===== src/design/psched_pkg.sv =====
// Shared types and constants for the priority and delay scheduler.
package psched_pkg;

  localparam int QUEUE_DEPTH = 8;
  localparam int PTR_W       = (QUEUE_DEPTH > 1) ? $clog2(QUEUE_DEPTH) : 1;
  localparam int CNT_W       = $clog2(QUEUE_DEPTH + 1);
  localparam int ID_W        = 8;
  localparam int PRIO_W      = 8;
  localparam int LEFT_W      = 10;
  localparam int OP_W        = 2;

  typedef logic [PTR_W-1:0]  ptr_t;
  typedef logic [CNT_W-1:0]  cnt_t;
  typedef logic [ID_W-1:0]   id_t;
  typedef logic [PRIO_W-1:0] prio_t;
  typedef logic [LEFT_W-1:0] left_t;

  typedef enum logic [OP_W-1:0] {
    OP_ADD   = 2'd0,
    OP_TICK  = 2'd1,
    OP_RERUN = 2'd2,
    OP_NOP   = 2'd3
  } op_t;

  typedef struct packed {
    id_t   id;
    prio_t prio;
  } rdy_ent_t;

  typedef struct packed {
    id_t   id;
    prio_t prio;
    left_t due;
  } dly_ent_t;

  localparam int RDY_W = $bits(rdy_ent_t);
  localparam int DLY_W = $bits(dly_ent_t);

  localparam cnt_t FULL_CNT = cnt_t'(QUEUE_DEPTH);
  localparam ptr_t LAST_PTR = ptr_t'(QUEUE_DEPTH - 1);

  // Physical slot of logical position k in a ring starting at head.
  function automatic ptr_t phys(input ptr_t head, input ptr_t k);
    logic [PTR_W:0] sum;
    sum = {1'b0, head} + {1'b0, k};
    if (sum >= (PTR_W+1)'(QUEUE_DEPTH)) begin
      sum = sum - (PTR_W+1)'(QUEUE_DEPTH);
    end
    return sum[PTR_W-1:0];
  endfunction

  function automatic ptr_t ptr_inc(input ptr_t p);
    return (p == LAST_PTR) ? '0 : p + 1'b1;
  endfunction

endpackage


===== src/design/psched_in_if.sv =====
// Request channel of the scheduler.
interface psched_in_if;
  logic                   valid;
  logic                   ready;
  logic [1:0]             opcode;
  psched_pkg::id_t        task_id;
  psched_pkg::prio_t      priority_req;
  psched_pkg::left_t      delay_ticks;

  modport source (output valid, opcode, task_id, priority_req, delay_ticks, input ready);
  modport sink   (input valid, opcode, task_id, priority_req, delay_ticks, output ready);
endinterface


===== src/design/psched_out_if.sv =====
// Result channel of the scheduler.
interface psched_out_if;
  logic                   valid;
  logic                   ready;
  logic                   run_valid;
  psched_pkg::id_t        run_task;
  psched_pkg::prio_t      run_priority;
  logic                   dropped;
  logic                   all_done;

  modport source (output valid, run_valid, run_task, run_priority, dropped, all_done,
                  input ready);
  modport sink   (input valid, run_valid, run_task, run_priority, dropped, all_done,
                  output ready);
endinterface


===== src/design/psched_ram.sv =====
// Simple dual-port RAM with registered read data.
module psched_ram #(
  parameter int DATA_W = 16,
  parameter int DEPTH  = 8
) (
  input  logic                                     clk,
  input  logic                                     we,
  input  logic [((DEPTH > 1) ? $clog2(DEPTH) : 1)-1:0] waddr,
  input  logic [DATA_W-1:0]                        wdata,
  input  logic [((DEPTH > 1) ? $clog2(DEPTH) : 1)-1:0] raddr,
  output logic [DATA_W-1:0]                        rdata
);
  logic [DATA_W-1:0] mem [DEPTH];

  always_ff @(posedge clk) begin
    if (we) begin
      mem[waddr] <= wdata;
    end
    rdata <= mem[raddr];
  end
endmodule


===== src/design/priority_ready_and_delay_scheduler.sv =====
// Top level of the priority ready queue and delay queue scheduler.
//
// Usage: requests arrive on in_ch (valid/ready); each transfer carries an opcode
// (add, tick, rerun, no-op) and its operands. Exactly one result per request
// leaves on out_ch (valid/ready) with run_valid, run_task, run_priority, dropped
// and all_done.
// Both queues live in RAMs with registered read data and are kept sorted as
// rings: insertion walks from the tail toward the head, one entry at a time
// (read, then compare and write back). Delay entries store an absolute due time
// against a tick counter stepped once per tick, so a tick touches only expired heads.
// An add or rerun walks its queue until the entry finds its place; a rerun with
// no running task and a no-op go straight to the result. A tick moves expired
// delay heads to the ready queue, advances the tick counter and pops the ready head.
// One request is in work at a time; in_ch.ready is high only between requests.
// The result sits in an output register, so the next request is taken while a
// result still waits; if the receiver stalls and the register is full, a
// finished request holds until the result is taken.
// Reset (rst_n low, synchronous) empties both queues, clears the running task
// and the output register. RAM contents need no clearing.
module priority_ready_and_delay_scheduler (
  input  logic         clk,
  input  logic         rst_n,
  psched_in_if.sink    in_ch,
  psched_out_if.source out_ch
);

  typedef enum logic [9:0] {
    ST_IDLE      = 10'b0000000001,
    ST_INS_START = 10'b0000000010,
    ST_INS_RD    = 10'b0000000100,
    ST_INS_CMP   = 10'b0000001000,
    ST_INS_LAST  = 10'b0000010000,
    ST_D_RD      = 10'b0000100000,
    ST_D_CHK     = 10'b0001000000,
    ST_T_ADV     = 10'b0010000000,
    ST_R_POP     = 10'b0100000000,
    ST_DONE      = 10'b1000000000
  } state_t;

  state_t                  state_r, state_nxt;
  psched_pkg::op_t         op_r, op_nxt;
  psched_pkg::cnt_t        rcnt_r, rcnt_nxt, dcnt_r, dcnt_nxt;
  psched_pkg::ptr_t        rhead_r, rhead_nxt, dhead_r, dhead_nxt;
  psched_pkg::ptr_t        k_r, k_nxt;
  psched_pkg::left_t       now_r, now_nxt;
  psched_pkg::id_t         run_id_r, run_id_nxt, ins_id_r, ins_id_nxt;
  psched_pkg::prio_t       run_prio_r, run_prio_nxt, ins_prio_r, ins_prio_nxt;
  psched_pkg::left_t       ins_left_r, ins_left_nxt;
  logic                    ins_dly_r, ins_dly_nxt;
  logic                    run_vld_r, run_vld_nxt;
  logic                    rv_r, rv_nxt, drop_r, drop_nxt;
  psched_pkg::id_t         rt_r, rt_nxt;
  psched_pkg::prio_t       rp_r, rp_nxt;
  logic                    out_valid_r, out_valid_nxt;
  logic                    o_rv_r, o_rv_nxt, o_drop_r, o_drop_nxt, o_done_r, o_done_nxt;
  psched_pkg::id_t         o_task_r, o_task_nxt;
  psched_pkg::prio_t       o_prio_r, o_prio_nxt;

  logic                    r_we, d_we;
  psched_pkg::ptr_t        r_waddr, r_raddr, d_waddr, d_raddr;
  psched_pkg::rdy_ent_t    r_wdata, r_rd;
  psched_pkg::dly_ent_t    d_wdata, d_rd;
  logic [psched_pkg::RDY_W-1:0] r_rdata;
  logic [psched_pkg::DLY_W-1:0] d_rdata;

  psched_pkg::cnt_t        cnt;
  psched_pkg::ptr_t        head;
  psched_pkg::ptr_t        slot_up;
  psched_pkg::left_t       rd_left;
  logic                    stop;
  state_t                  ret_st;

  psched_ram #(.DATA_W(psched_pkg::RDY_W), .DEPTH(psched_pkg::QUEUE_DEPTH)) u_rdy_ram (
    .clk(clk), .we(r_we), .waddr(r_waddr), .wdata(r_wdata),
    .raddr(r_raddr), .rdata(r_rdata)
  );

  psched_ram #(.DATA_W(psched_pkg::DLY_W), .DEPTH(psched_pkg::QUEUE_DEPTH)) u_dly_ram (
    .clk(clk), .we(d_we), .waddr(d_waddr), .wdata(d_wdata),
    .raddr(d_raddr), .rdata(d_rdata)
  );

  assign r_rd = psched_pkg::rdy_ent_t'(r_rdata);
  assign d_rd = psched_pkg::dly_ent_t'(d_rdata);

  assign in_ch.ready         = (state_r == ST_IDLE);
  assign out_ch.valid        = out_valid_r;
  assign out_ch.run_valid    = o_rv_r;
  assign out_ch.run_task     = o_task_r;
  assign out_ch.run_priority = o_prio_r;
  assign out_ch.dropped      = o_drop_r;
  assign out_ch.all_done     = o_done_r;

  always_comb begin
    state_nxt     = state_r;
    op_nxt        = op_r;
    rcnt_nxt      = rcnt_r;
    dcnt_nxt      = dcnt_r;
    rhead_nxt     = rhead_r;
    dhead_nxt     = dhead_r;
    k_nxt         = k_r;
    now_nxt       = now_r;
    run_id_nxt    = run_id_r;
    run_prio_nxt  = run_prio_r;
    run_vld_nxt   = run_vld_r;
    ins_id_nxt    = ins_id_r;
    ins_prio_nxt  = ins_prio_r;
    ins_left_nxt  = ins_left_r;
    ins_dly_nxt   = ins_dly_r;
    rv_nxt        = rv_r;
    rt_nxt        = rt_r;
    rp_nxt        = rp_r;
    drop_nxt      = drop_r;
    out_valid_nxt = out_valid_r;
    o_rv_nxt      = o_rv_r;
    o_task_nxt    = o_task_r;
    o_prio_nxt    = o_prio_r;
    o_drop_nxt    = o_drop_r;
    o_done_nxt    = o_done_r;

    r_we    = 1'b0;
    d_we    = 1'b0;
    r_waddr = '0;
    d_waddr = '0;
    r_raddr = '0;
    d_raddr = '0;
    r_wdata = '{id: ins_id_r, prio: ins_prio_r};
    d_wdata = '{id: ins_id_r, prio: ins_prio_r, due: now_r + ins_left_r};

    cnt     = ins_dly_r ? dcnt_r : rcnt_r;
    head    = ins_dly_r ? dhead_r : rhead_r;
    slot_up = psched_pkg::phys(head, k_r + 1'b1);
    rd_left = d_rd.due - now_r;
    stop    = ins_dly_r ? (rd_left <= ins_left_r) : (r_rd.prio >= ins_prio_r);
    ret_st  = (op_r == psched_pkg::OP_TICK) ? ST_D_RD : ST_DONE;

    if (out_valid_r && out_ch.ready) begin
      out_valid_nxt = 1'b0;
    end

    case (state_r)
      ST_IDLE: begin
        if (in_ch.valid) begin
          op_nxt   = psched_pkg::op_t'(in_ch.opcode);
          rv_nxt   = 1'b0;
          rt_nxt   = '0;
          rp_nxt   = '0;
          drop_nxt = 1'b0;
          state_nxt = ST_DONE;
          case (psched_pkg::op_t'(in_ch.opcode))
            psched_pkg::OP_ADD: begin
              ins_id_nxt   = in_ch.task_id;
              ins_prio_nxt = in_ch.priority_req;
              ins_dly_nxt  = 1'b0;
              state_nxt    = ST_INS_START;
            end
            psched_pkg::OP_TICK: begin
              state_nxt = ST_D_RD;
            end
            psched_pkg::OP_RERUN: begin
              if (run_vld_r) begin
                run_vld_nxt  = 1'b0;
                ins_id_nxt   = run_id_r;
                ins_prio_nxt = run_prio_r;
                ins_left_nxt = in_ch.delay_ticks;
                ins_dly_nxt  = (in_ch.delay_ticks != '0);
                state_nxt    = ST_INS_START;
              end
            end
            default: begin
              state_nxt = ST_DONE;
            end
          endcase
        end
      end
      ST_INS_START: begin
        if (cnt == psched_pkg::FULL_CNT) begin
          drop_nxt  = 1'b1;
          state_nxt = ret_st;
        end else if (cnt == '0) begin
          r_we      = !ins_dly_r;
          d_we      = ins_dly_r;
          r_waddr   = head;
          d_waddr   = head;
          if (ins_dly_r) dcnt_nxt = dcnt_r + 1'b1;
          else           rcnt_nxt = rcnt_r + 1'b1;
          state_nxt = ret_st;
        end else begin
          k_nxt     = psched_pkg::ptr_t'(cnt - 1'b1);
          state_nxt = ST_INS_RD;
        end
      end
      ST_INS_RD: begin
        r_raddr   = psched_pkg::phys(head, k_r);
        d_raddr   = psched_pkg::phys(head, k_r);
        state_nxt = ST_INS_CMP;
      end
      ST_INS_CMP: begin
        r_we    = !ins_dly_r;
        d_we    = ins_dly_r;
        r_waddr = slot_up;
        d_waddr = slot_up;
        if (stop) begin
          if (ins_dly_r) dcnt_nxt = dcnt_r + 1'b1;
          else           rcnt_nxt = rcnt_r + 1'b1;
          state_nxt = ret_st;
        end else begin
          r_wdata = r_rd;
          d_wdata = d_rd;
          if (k_r == '0) begin
            state_nxt = ST_INS_LAST;
          end else begin
            k_nxt     = k_r - 1'b1;
            state_nxt = ST_INS_RD;
          end
        end
      end
      ST_INS_LAST: begin
        r_we    = !ins_dly_r;
        d_we    = ins_dly_r;
        r_waddr = head;
        d_waddr = head;
        if (ins_dly_r) dcnt_nxt = dcnt_r + 1'b1;
        else           rcnt_nxt = rcnt_r + 1'b1;
        state_nxt = ret_st;
      end
      ST_D_RD: begin
        d_raddr   = dhead_r;
        state_nxt = (dcnt_r == '0) ? ST_T_ADV : ST_D_CHK;
      end
      ST_D_CHK: begin
        if (rd_left == '0) begin
          dhead_nxt    = psched_pkg::ptr_inc(dhead_r);
          dcnt_nxt     = dcnt_r - 1'b1;
          ins_id_nxt   = d_rd.id;
          ins_prio_nxt = d_rd.prio;
          ins_dly_nxt  = 1'b0;
          state_nxt    = ST_INS_START;
        end else begin
          state_nxt = ST_T_ADV;
        end
      end
      ST_T_ADV: begin
        now_nxt = now_r + 1'b1;
        r_raddr = rhead_r;
        if (rcnt_r == '0) begin
          run_vld_nxt = 1'b0;
          state_nxt   = ST_DONE;
        end else begin
          state_nxt = ST_R_POP;
        end
      end
      ST_R_POP: begin
        run_id_nxt   = r_rd.id;
        run_prio_nxt = r_rd.prio;
        run_vld_nxt  = 1'b1;
        rhead_nxt    = psched_pkg::ptr_inc(rhead_r);
        rcnt_nxt     = rcnt_r - 1'b1;
        rv_nxt       = 1'b1;
        rt_nxt       = r_rd.id;
        rp_nxt       = r_rd.prio;
        state_nxt    = ST_DONE;
      end
      ST_DONE: begin
        if (!out_valid_r || out_ch.ready) begin
          out_valid_nxt = 1'b1;
          o_rv_nxt      = rv_r;
          o_task_nxt    = rt_r;
          o_prio_nxt    = rp_r;
          o_drop_nxt    = drop_r;
          o_done_nxt    = (rcnt_r == '0) && (dcnt_r == '0);
          state_nxt     = ST_IDLE;
        end
      end
      default: begin
        state_nxt = ST_IDLE;
      end
    endcase
  end

  always_ff @(posedge clk) begin
    if (!rst_n) begin
      state_r     <= ST_IDLE;
      rcnt_r      <= '0;
      dcnt_r      <= '0;
      rhead_r     <= '0;
      dhead_r     <= '0;
      now_r       <= '0;
      run_id_r    <= '0;
      run_prio_r  <= '0;
      run_vld_r   <= 1'b0;
      out_valid_r <= 1'b0;
    end else begin
      state_r     <= state_nxt;
      rcnt_r      <= rcnt_nxt;
      dcnt_r      <= dcnt_nxt;
      rhead_r     <= rhead_nxt;
      dhead_r     <= dhead_nxt;
      now_r       <= now_nxt;
      run_id_r    <= run_id_nxt;
      run_prio_r  <= run_prio_nxt;
      run_vld_r   <= run_vld_nxt;
      out_valid_r <= out_valid_nxt;
    end
  end

  always_ff @(posedge clk) begin
    op_r       <= op_nxt;
    k_r        <= k_nxt;
    ins_id_r   <= ins_id_nxt;
    ins_prio_r <= ins_prio_nxt;
    ins_left_r <= ins_left_nxt;
    ins_dly_r  <= ins_dly_nxt;
    rv_r       <= rv_nxt;
    rt_r       <= rt_nxt;
    rp_r       <= rp_nxt;
    drop_r     <= drop_nxt;
    o_rv_r     <= o_rv_nxt;
    o_task_r   <= o_task_nxt;
    o_prio_r   <= o_prio_nxt;
    o_drop_r   <= o_drop_nxt;
    o_done_r   <= o_done_nxt;
  end

  a_cnt_bound: assert property (@(posedge clk) disable iff (!rst_n)
    (rcnt_r <= psched_pkg::FULL_CNT) && (dcnt_r <= psched_pkg::FULL_CNT))
    else $error("queue count beyond depth");

  a_state_onehot: assert property (@(posedge clk) disable iff (!rst_n)
    $onehot(state_r))
    else $error("state register not one-hot");

  a_pop_nonempty: assert property (@(posedge clk) disable iff (!rst_n)
    (state_r == ST_R_POP) |-> (rcnt_r != '0))
    else $error("pop from empty ready queue");

  a_accept_busy: assert property (@(posedge clk) disable iff (!rst_n)
    (in_ch.valid && in_ch.ready) |=> (state_r != ST_IDLE))
    else $error("request transfer did not start work");

endmodule


===== src/flat_wrapper.sv =====
// flat-port wrapper written by rule: the top's interface ports become plain ports
module priority_ready_and_delay_scheduler_flat 
  (clk, rst_n, in_ch_valid, in_ch_opcode, in_ch_task_id, in_ch_priority_req, in_ch_delay_ticks, in_ch_ready, out_ch_valid, out_ch_run_valid, out_ch_run_task, out_ch_run_priority, out_ch_dropped, out_ch_all_done, out_ch_ready);
  psched_in_if in_ch_i ();
  psched_out_if out_ch_i ();
  input  logic clk;
  input  logic rst_n;
  input wire logic [$bits(in_ch_i.valid)-1:0] in_ch_valid;
  input wire logic [$bits(in_ch_i.opcode)-1:0] in_ch_opcode;
  input wire logic [$bits(in_ch_i.task_id)-1:0] in_ch_task_id;
  input wire logic [$bits(in_ch_i.priority_req)-1:0] in_ch_priority_req;
  input wire logic [$bits(in_ch_i.delay_ticks)-1:0] in_ch_delay_ticks;
  output wire logic [$bits(in_ch_i.ready)-1:0] in_ch_ready;
  output wire logic [$bits(out_ch_i.valid)-1:0] out_ch_valid;
  output wire logic [$bits(out_ch_i.run_valid)-1:0] out_ch_run_valid;
  output wire logic [$bits(out_ch_i.run_task)-1:0] out_ch_run_task;
  output wire logic [$bits(out_ch_i.run_priority)-1:0] out_ch_run_priority;
  output wire logic [$bits(out_ch_i.dropped)-1:0] out_ch_dropped;
  output wire logic [$bits(out_ch_i.all_done)-1:0] out_ch_all_done;
  input wire logic [$bits(out_ch_i.ready)-1:0] out_ch_ready;
  assign in_ch_i.valid = in_ch_valid;
  assign in_ch_i.opcode = in_ch_opcode;
  assign in_ch_i.task_id = in_ch_task_id;
  assign in_ch_i.priority_req = in_ch_priority_req;
  assign in_ch_i.delay_ticks = in_ch_delay_ticks;
  assign in_ch_ready = in_ch_i.ready;
  assign out_ch_valid = out_ch_i.valid;
  assign out_ch_run_valid = out_ch_i.run_valid;
  assign out_ch_run_task = out_ch_i.run_task;
  assign out_ch_run_priority = out_ch_i.run_priority;
  assign out_ch_dropped = out_ch_i.dropped;
  assign out_ch_all_done = out_ch_i.all_done;
  assign out_ch_i.ready = out_ch_ready;
  priority_ready_and_delay_scheduler u_core (.clk(clk), .rst_n(rst_n), .in_ch(in_ch_i), .out_ch(out_ch_i));
endmodule

===== config.mk =====
export PLATFORM = sky130hd
export DESIGN_NAME = priority_ready_and_delay_scheduler_flat
export DESIGN_NICKNAME = d
export VERILOG_FILES = /design/src/design/psched_pkg.sv /design/src/design/psched_in_if.sv /design/src/design/psched_out_if.sv /design/src/design/psched_ram.sv /design/src/design/priority_ready_and_delay_scheduler.sv /design/src/flat_wrapper.sv
export SDC_FILE = /design/constraint.sdc
export NUM_CORES = 1
export LEC_CHECK = 0
export ABC_AREA = 1
export BUFFER_PORTS_ARGS = -buffer_cell sky130_fd_sc_hd__clkbuf_2
export CAP_MARGIN = 5
export CORE_MARGIN = 8
export CORE_UTILIZATION = 30
export CTS_BUF_LIST = sky130_fd_sc_hd__clkbuf_8
export DETAILED_ROUTE_END_ITERATION = 7
export PLACE_DENSITY = 0.43
export SETUP_SLACK_MARGIN = 0.5
export SLEW_MARGIN = 20
export SYNTH_ARGS = -nofsm -noshare
export SYNTH_HDL_FRONTEND = slang
export SYNTH_SLANG_ARGS = --single-unit

===== constraint.sdc =====
create_clock -name clk -period 4.7 [get_ports clk]
set_clock_uncertainty 0.05 [all_clocks]
set_input_delay 0.705 -clock clk [delete_from_list [all_inputs] [get_ports clk]]
set_output_delay 0.705 -clock clk [all_outputs]
set_load 0.02 [all_outputs]

# --- Word-level counts from Yosys, hierarchy flattened ---
# Memories as Yosys holds them, arrays and structs flattened. A register that Yosys moved wholly into a read port is not among the register bits.
# Index checks and enable logic that the tools add are counted.
# Widths: inputs -> output; s select.
totals:
  output_inout_bits: 21
  elab_cells: 193
  ramBits: 336
  memories: 2
  input_bits: 32
  reg_bits: 121
memory_table:
  columns: ["name", "depth", "word_bits", "read_ports", "rd_ports_with_merged_regs", "wr", "line", "source"]
  rows:
  - ["u_core.u_dly_ram.mem", 8, 26, 1, 1, 1, "psched_ram.sv:13", "logic [DATA_W-1:0] mem [DEPTH];"]
  - ["u_core.u_rdy_ram.mem", 8, 16, 1, 1, 1, "psched_ram.sv:13", null]
classes:
  mux: 84
  order_cmp: 4
  addsub: 16
  n_eq_ne: 30
  reduce_logical: 32
ops:
  columns: ["op", "count"]
  rows:
  - ["$pmux 10 s10", 1]
  - ["$pmux 8 s2", 6]
  - ["$mux 10", 8]
  - ["$mux 8", 9]
  - ["$mux 26", 2]
  - ["$mux 4", 10]
  - ["$mux 3", 11]
  - ["$mux 16", 2]
  - ["$pmux 4 s4", 2]
  - ["$pmux 10 s3", 1]
  - ["$mux 1", 20]
  - ["$pmux 3 s2", 3]
  - ["$reduce_and 5->1", 3]
  - ["$ne 2x1->1 const B", 7]
  - ["$logic_not 4->1", 3]
  - ["$pmux 1 s2", 6]
  - ["$reduce_and 4->1", 3]
  - ["$sub 3x1->3 const B", 4]
  - ["$add 10x1->10 const B", 1]
  - ["$add 10x10->10", 1]
  - ["$eq 10x1->1 const B", 1]
  - ["$eq 10x10->1 const B", 1]
  - ["$eq 10x2->1 const B", 1]
  - ["$eq 10x3->1 const B", 1]
  - ["37 further kinds", 59]

# --- Depth between registers and ports, before layout ---
logic_depth:
  ltp_word: 7
  depth_mapped: 24
  mapped_depth_nobuf: 23

# --- By module ---
# Synthesis repeated with hierarchy kept, for this count alone.
unflattened:
  hier_cells: 2505
  hier_area_um2: 23148.5
by_module_without_submodules:
  columns: ["mod", "seq_area_each_um2", "cells_each", "n_inst", "area_per_inst_um2"]
  rows:
  - ["psched_ram (u_core.u_dly_ram)", 6766.5, 943, 1, 9650.5]
  - ["priority_ready_and_delay_scheduler", 3113.0, 975, 1, 7508.5]
  - ["psched_ram (u_core.u_rdy_ram)", 4164.0, 587, 1, 5989.5]

# --- Worst setup path after synthesis ---
# Ideal clock, no wire load.
synth_path:
  path_type: "register -> register"
  start: "register u_core.ins_dly_r"
  end: "memory u_core.u_dly_ram.mem[0][0] in the netlist's numbering (enable)"
  arrival_ns: 3.243
  slack_ns: 0.998
  required_ns: 4.241
  synth_period_minus_slack_ns: 3.702
  path_stages_with_launch: 13
  setup_time_ns: 0.409
  n_path_buf: 2
  cell_sequence: "edfxtp_1 > buf_2 > buf_2 > o21ai_0 > ha_1 > inv_1 > fa_1 > nor2_1 > a21oi_1 > inv_1 > nor2_1 > nand2_1 > nor2_1"
synth_via:
  elab_chain_cells: 7
  word_cells_on_any_way: 16
  classes_between: "add/sub: 2; order compare: 1; eq/ne: 1; mux: 11; reduce/logical: 1"
synth_lines:
  columns: ["element", "line", "source"]
  rows:
  - ["start: declaration", "priority_ready_and_delay_scheduler.sv:49", "logic ins_dly_r, ins_dly_nxt;"]
  - ["start signal: assignment", "priority_ready_and_delay_scheduler.sv:313", "ins_dly_r <= ins_dly_nxt;"]
  - ["parallel branches: the longest is 7 deep, another holds $add 3x3->4", null, null]
  - ["end: declaration", "psched_ram.sv:13", null]
# Parallel ways; which one is timed is not known.

==> impl_results.md <==
- Total half-perimeter wirelength after legalization and detailed placement: between 30 and 40 mm
- Internal Pwr Total: 7.657 mW
- Summed instance area of the synthesized netlist: 0.02153 mm²
- Number of nets in the final layout: between 2000 and 2500
- Run status: finished clean
- H-tree Lvls: 3
- Kind of end point of the critical path: flop
- Starting utilization of the core area: 30.22%
- Die height: approximately 280 µm
- Bufs on Longest Clock Path: 3
- Max Clock Freq: 257.1 MHz
- Critical path data arrival time: 4.24 ns
- Filler instances: 7152
- Clock Tree Root: clkbuf_8
- Placed cell areas: 0.02298 mm²
- Wire length of the first global-routing pass: 93.51 mm
- Number of instances in the synthesized netlist: 2010
- Power density over the cells: around 420 mW/mm²
- Max-slew violations: 0
- Final Worst Setup Slack: 0.8104 ns
- Slowest cell on the critical path: fa_1
- Post-cts hold buffer count: 0
- Clock share of power: between 30% and 40%
- Worst Max-Slew Pin Slew: between 1 and 1.5 ns
- Number of clock sinks seen by CTS: 499
- GRT Util Overall: 15.12%
- Post-route design area: roughly 0.025 mm²
- Sequential cell area fraction in the yosys report: 65.22%
- Wire per inst: 19.85 µm
- Count of buffering cells on the critical path with inverters included: 3
- Flip-flop and latch count after synthesis: 499
- Proportion of power drawn by flip-flops and latches: 51.1%
- Mean cell area of the mapped netlist: ~11 µm²
- Total leakage power: 9.267 nW
- Post-Synthesis Net Count: 2098
- Unrepaired setup endpoints after global routing: yes
- Ratio of final minimum period to clock period: ~83%
- # port buffers: 52
- Total number of vias: between 10000 and 15000
- Die extent in x: 283.9 µm
- Insertion delay to the later sink of the worst-skew pair: about 0.68 ns
- Switch Pwr: ~2.8 mW
- HP Class: primary input to flop
- Standard cell core area: 0.07124 mm²
- First-pass iteration count of the detailed router: 5
- Signed area change from the synthesized netlist to the final layout: 15.10%
- Cell-by-cell listing of the critical path: ha_1 -> fa_1 -> inv_1 -> nand3_1 -> nand2_1 -> nand4_1 -> nand3_1 -> nand2_1 -> ha_1 -> nand2_1 -> nor2_1 -> nand4_1 -> nand2_1 -> inv_1 -> nand2_1 -> nand2_1 -> nand2_1 -> buf_12 -> nand2_1 -> o21ai_1
- Number of top-level pins: 53
- Worst vdd ir: around 0.18 mV
- Final Hold Violating Endpoints: 0
- Uppermost metal layer occupied by signal nets: met4
- Shortest clock period the worst path allows after layout: 3.890 ns
- Post-Route Utilization: 34.79%
- Data required time of the critical path: 5.05 ns
- Final setup TNS: 0 ns
- Met2 layer wire length in the routed design: around 29 mm
- Hold slack final: 0.1936 ns
- Clock buffer count from CTS: 87
- Crit path launch type: flop
- Sum of met3 wire segment lengths after detailed routing: 2.795 mm
- Post-synthesis cell type count: between 50 and 60
- Highest-count cells in the layout ignoring fill and taps: 405 x edfxtp_1, 364 x nand2_1, 273 x nor2_1, 192 x inv_1, 167 x o21ai_0
- Fraction of final layout cells sized beyond drive strength 1: 13.83%
- Setup-violating endpoint count in the final report: 0
- Slew HR: 29.27%
- Kind of cell with the highest combined delay on the critical path: simple AND/OR/NAND/NOR gates
- Die area: 0.08060 mm²
- Number of antenna violations at the first check in global routing: 2
- Pin count of the biggest net entering global routing: around 100
- Routed metal-1 wire length: approximately 29 mm
- Sw frac: 26.91%
- Overflow left after global routing: 0
- Postcts setup bufs: 0
- Number of global-route vias before repair: 14820
- DRC viols: 0
- Largest driver fanout on the critical path: 34
- Via/cell ratio: roughly 4.7
- Clock-pin slew of the registers on the worst-case setup and hold paths: 0.07 ns
- Standard-cell row count: 98
- Kind of critical path: flop to flop
- Final RePlAce weighted congestion: 0.8155
- Delay of the slowest cell on the worst path: 0.40 ns
- Cell with the most instances on the worst path: nand2_1
- Yosys warning total: 0
- Antenna viol nets, final: 0
- Clock tree from TritonCTS: yes
- Initial DRC count: 991
- Routed Wire Length: 62.23 mm
- DP Worst Slack: 0.5523 ns
- Most common cell after layout, fill and taps aside: edfxtp_1
- Relative contribution of combinational cells to total power: 11.2%
- Max-Cap Viols: 0
==> sequential cells by signal, indices dropped and copies added, names as in the netlist, 4 cells and up <==
signal,cells
u_core.ins_left_r,10
u_core.u_dly_ram.rdata,26
u_core.u_rdy_ram.mem,128
u_core.ins_id_r,8
u_core.out_ch.run_priority,8
u_core.rp_r,8
u_core.run_id_r,8
u_core.u_rdy_ram.rdata,16
u_core.state_r,10
u_core.rt_r,8
u_core.rcnt_r,4
u_core.run_prio_r,8
u_core.dcnt_r,4
u_core.u_dly_ram.mem,208
u_core.ins_prio_r,8
u_core.now_r,10
u_core.out_ch.run_task,8
==> power by group through the flow <==
stage          logic [mW]  clock network, mW  registers [mW]
3_3_place_gp         1.15                  0            5.45
2_1_floorplan       0.709                  0            5.41
5_1_grt              1.31               4.26            5.37
4_1_cts              1.17               4.07            5.36
6_report             1.18               3.95            5.35
3_5_place_dp         1.16                  0            5.45
==> cell type report <==
type                    instances  area, µm²  share of cell area [%]
multi-input cells            1256       6529                   26.34
repair buffers                 94      616.8                   2.489
well taps                     950       1189                   4.796
clock buffers                 103       1418                   5.720
flip-flops and latches        499      14040                   56.66
inverters                     174      655.6                   2.645
diodes                          1      2.502                 0.01010
clock inverters                58      330.3                   1.333
==> cells by family after synthesis <==
logic type | share of synthesized area [%]
flops | 65.22
buf+inv | 5.137
simple gates | 15.33
xor+xnor | 0.8135
fa+ha+maj | 3.463
compound gates | 10.04
==> timing repair <==
item	4_1_cts	5_1_grt
gates resized for setup	0	30
setup endpoints to repair	0	192
endpoints found under the hold margin	0	0
==> per-layer routing <==
metal | vias up | global-route usage, %
met1 | 7167 | 19.90
met5 | - | 0
met2 | 337 | 25.07
met3 | 78 | 2.682
met4 | 0 | 4.942
li1 | 7168 | -
==> path summary, 6_finish.rpt <==
check	to	slack [ns]	cells past startpoint	startpoint
worst max register to register	u_core.u_rdy_ram.mem[5][14]$_DFFE_PP_	0.81	20	u_core.now_r[0]$_SDFFE_PN0N_
worst max-delay path	u_core.u_rdy_ram.mem[5][14]$_DFFE_PP_	0.81	20	u_core.now_r[0]$_SDFFE_PN0N_
worst min register to register	u_core.out_ch.run_priority[7]$_DFFE_PP_	0.36	0	u_core.rp_r[7]$_SDFFCE_PN0P_
worst min-delay path	u_core.op_r[1]$_DFFE_PP_	0.19	1	in_ch_opcode[1]
==> metrics by stage <==
step                      cells  total power [mW]
after floorplan            2010             6.124
after global placement     2973             6.593
after detailed placement   2973             6.609
after CTS                  3134             10.59
after global routing       3135             10.94
final                      3135             10.48
==> Yosys cell counts, drive strengths merged <==
cell      n  area, µm²
a21o      2      15.01
o221ai    1      8.760
o31ai     1      7.510
a211o     1      8.760
a211oi    1      7.510
edfxtp  405      12160
nor3b     3      22.52
inv     172      648.1
nand2   372       1421
nor4      7      50.05
xor2     15      131.4
or2      23      143.9
o21bai    3      22.52
o211ai   22      165.2
o22ai    53      337.8
buf      35      266.5
fa        6      120.1
o21a      2      15.01
and2      9      56.30
dfxtp    94       1882
nor3     14      102.6
nand4    19      125.1
nand3b    2      15.01
xnor2     5      43.79
a31oi    16      100.1
nor2    294       1119
clkbuf   46      183.9
a221oi    1      8.760
ha       50      625.6
a311oi    1      8.760
o21ai   227       1166
clkinv    2      7.510
nand3    49      245.2
a21oi    57      289.0
==> worst reg2reg max path, delay by kind of cell, from the launching register on <==
family                     cells  cell delay (ns)
and+or+nand+nor               13             1.58
adders and majority gates      3             0.92
DFF                            1             0.36
AOI/OAI and AO/OA              1             0.34
buffers and inverters          3             0.39
(Power assumes the default switching activity.)
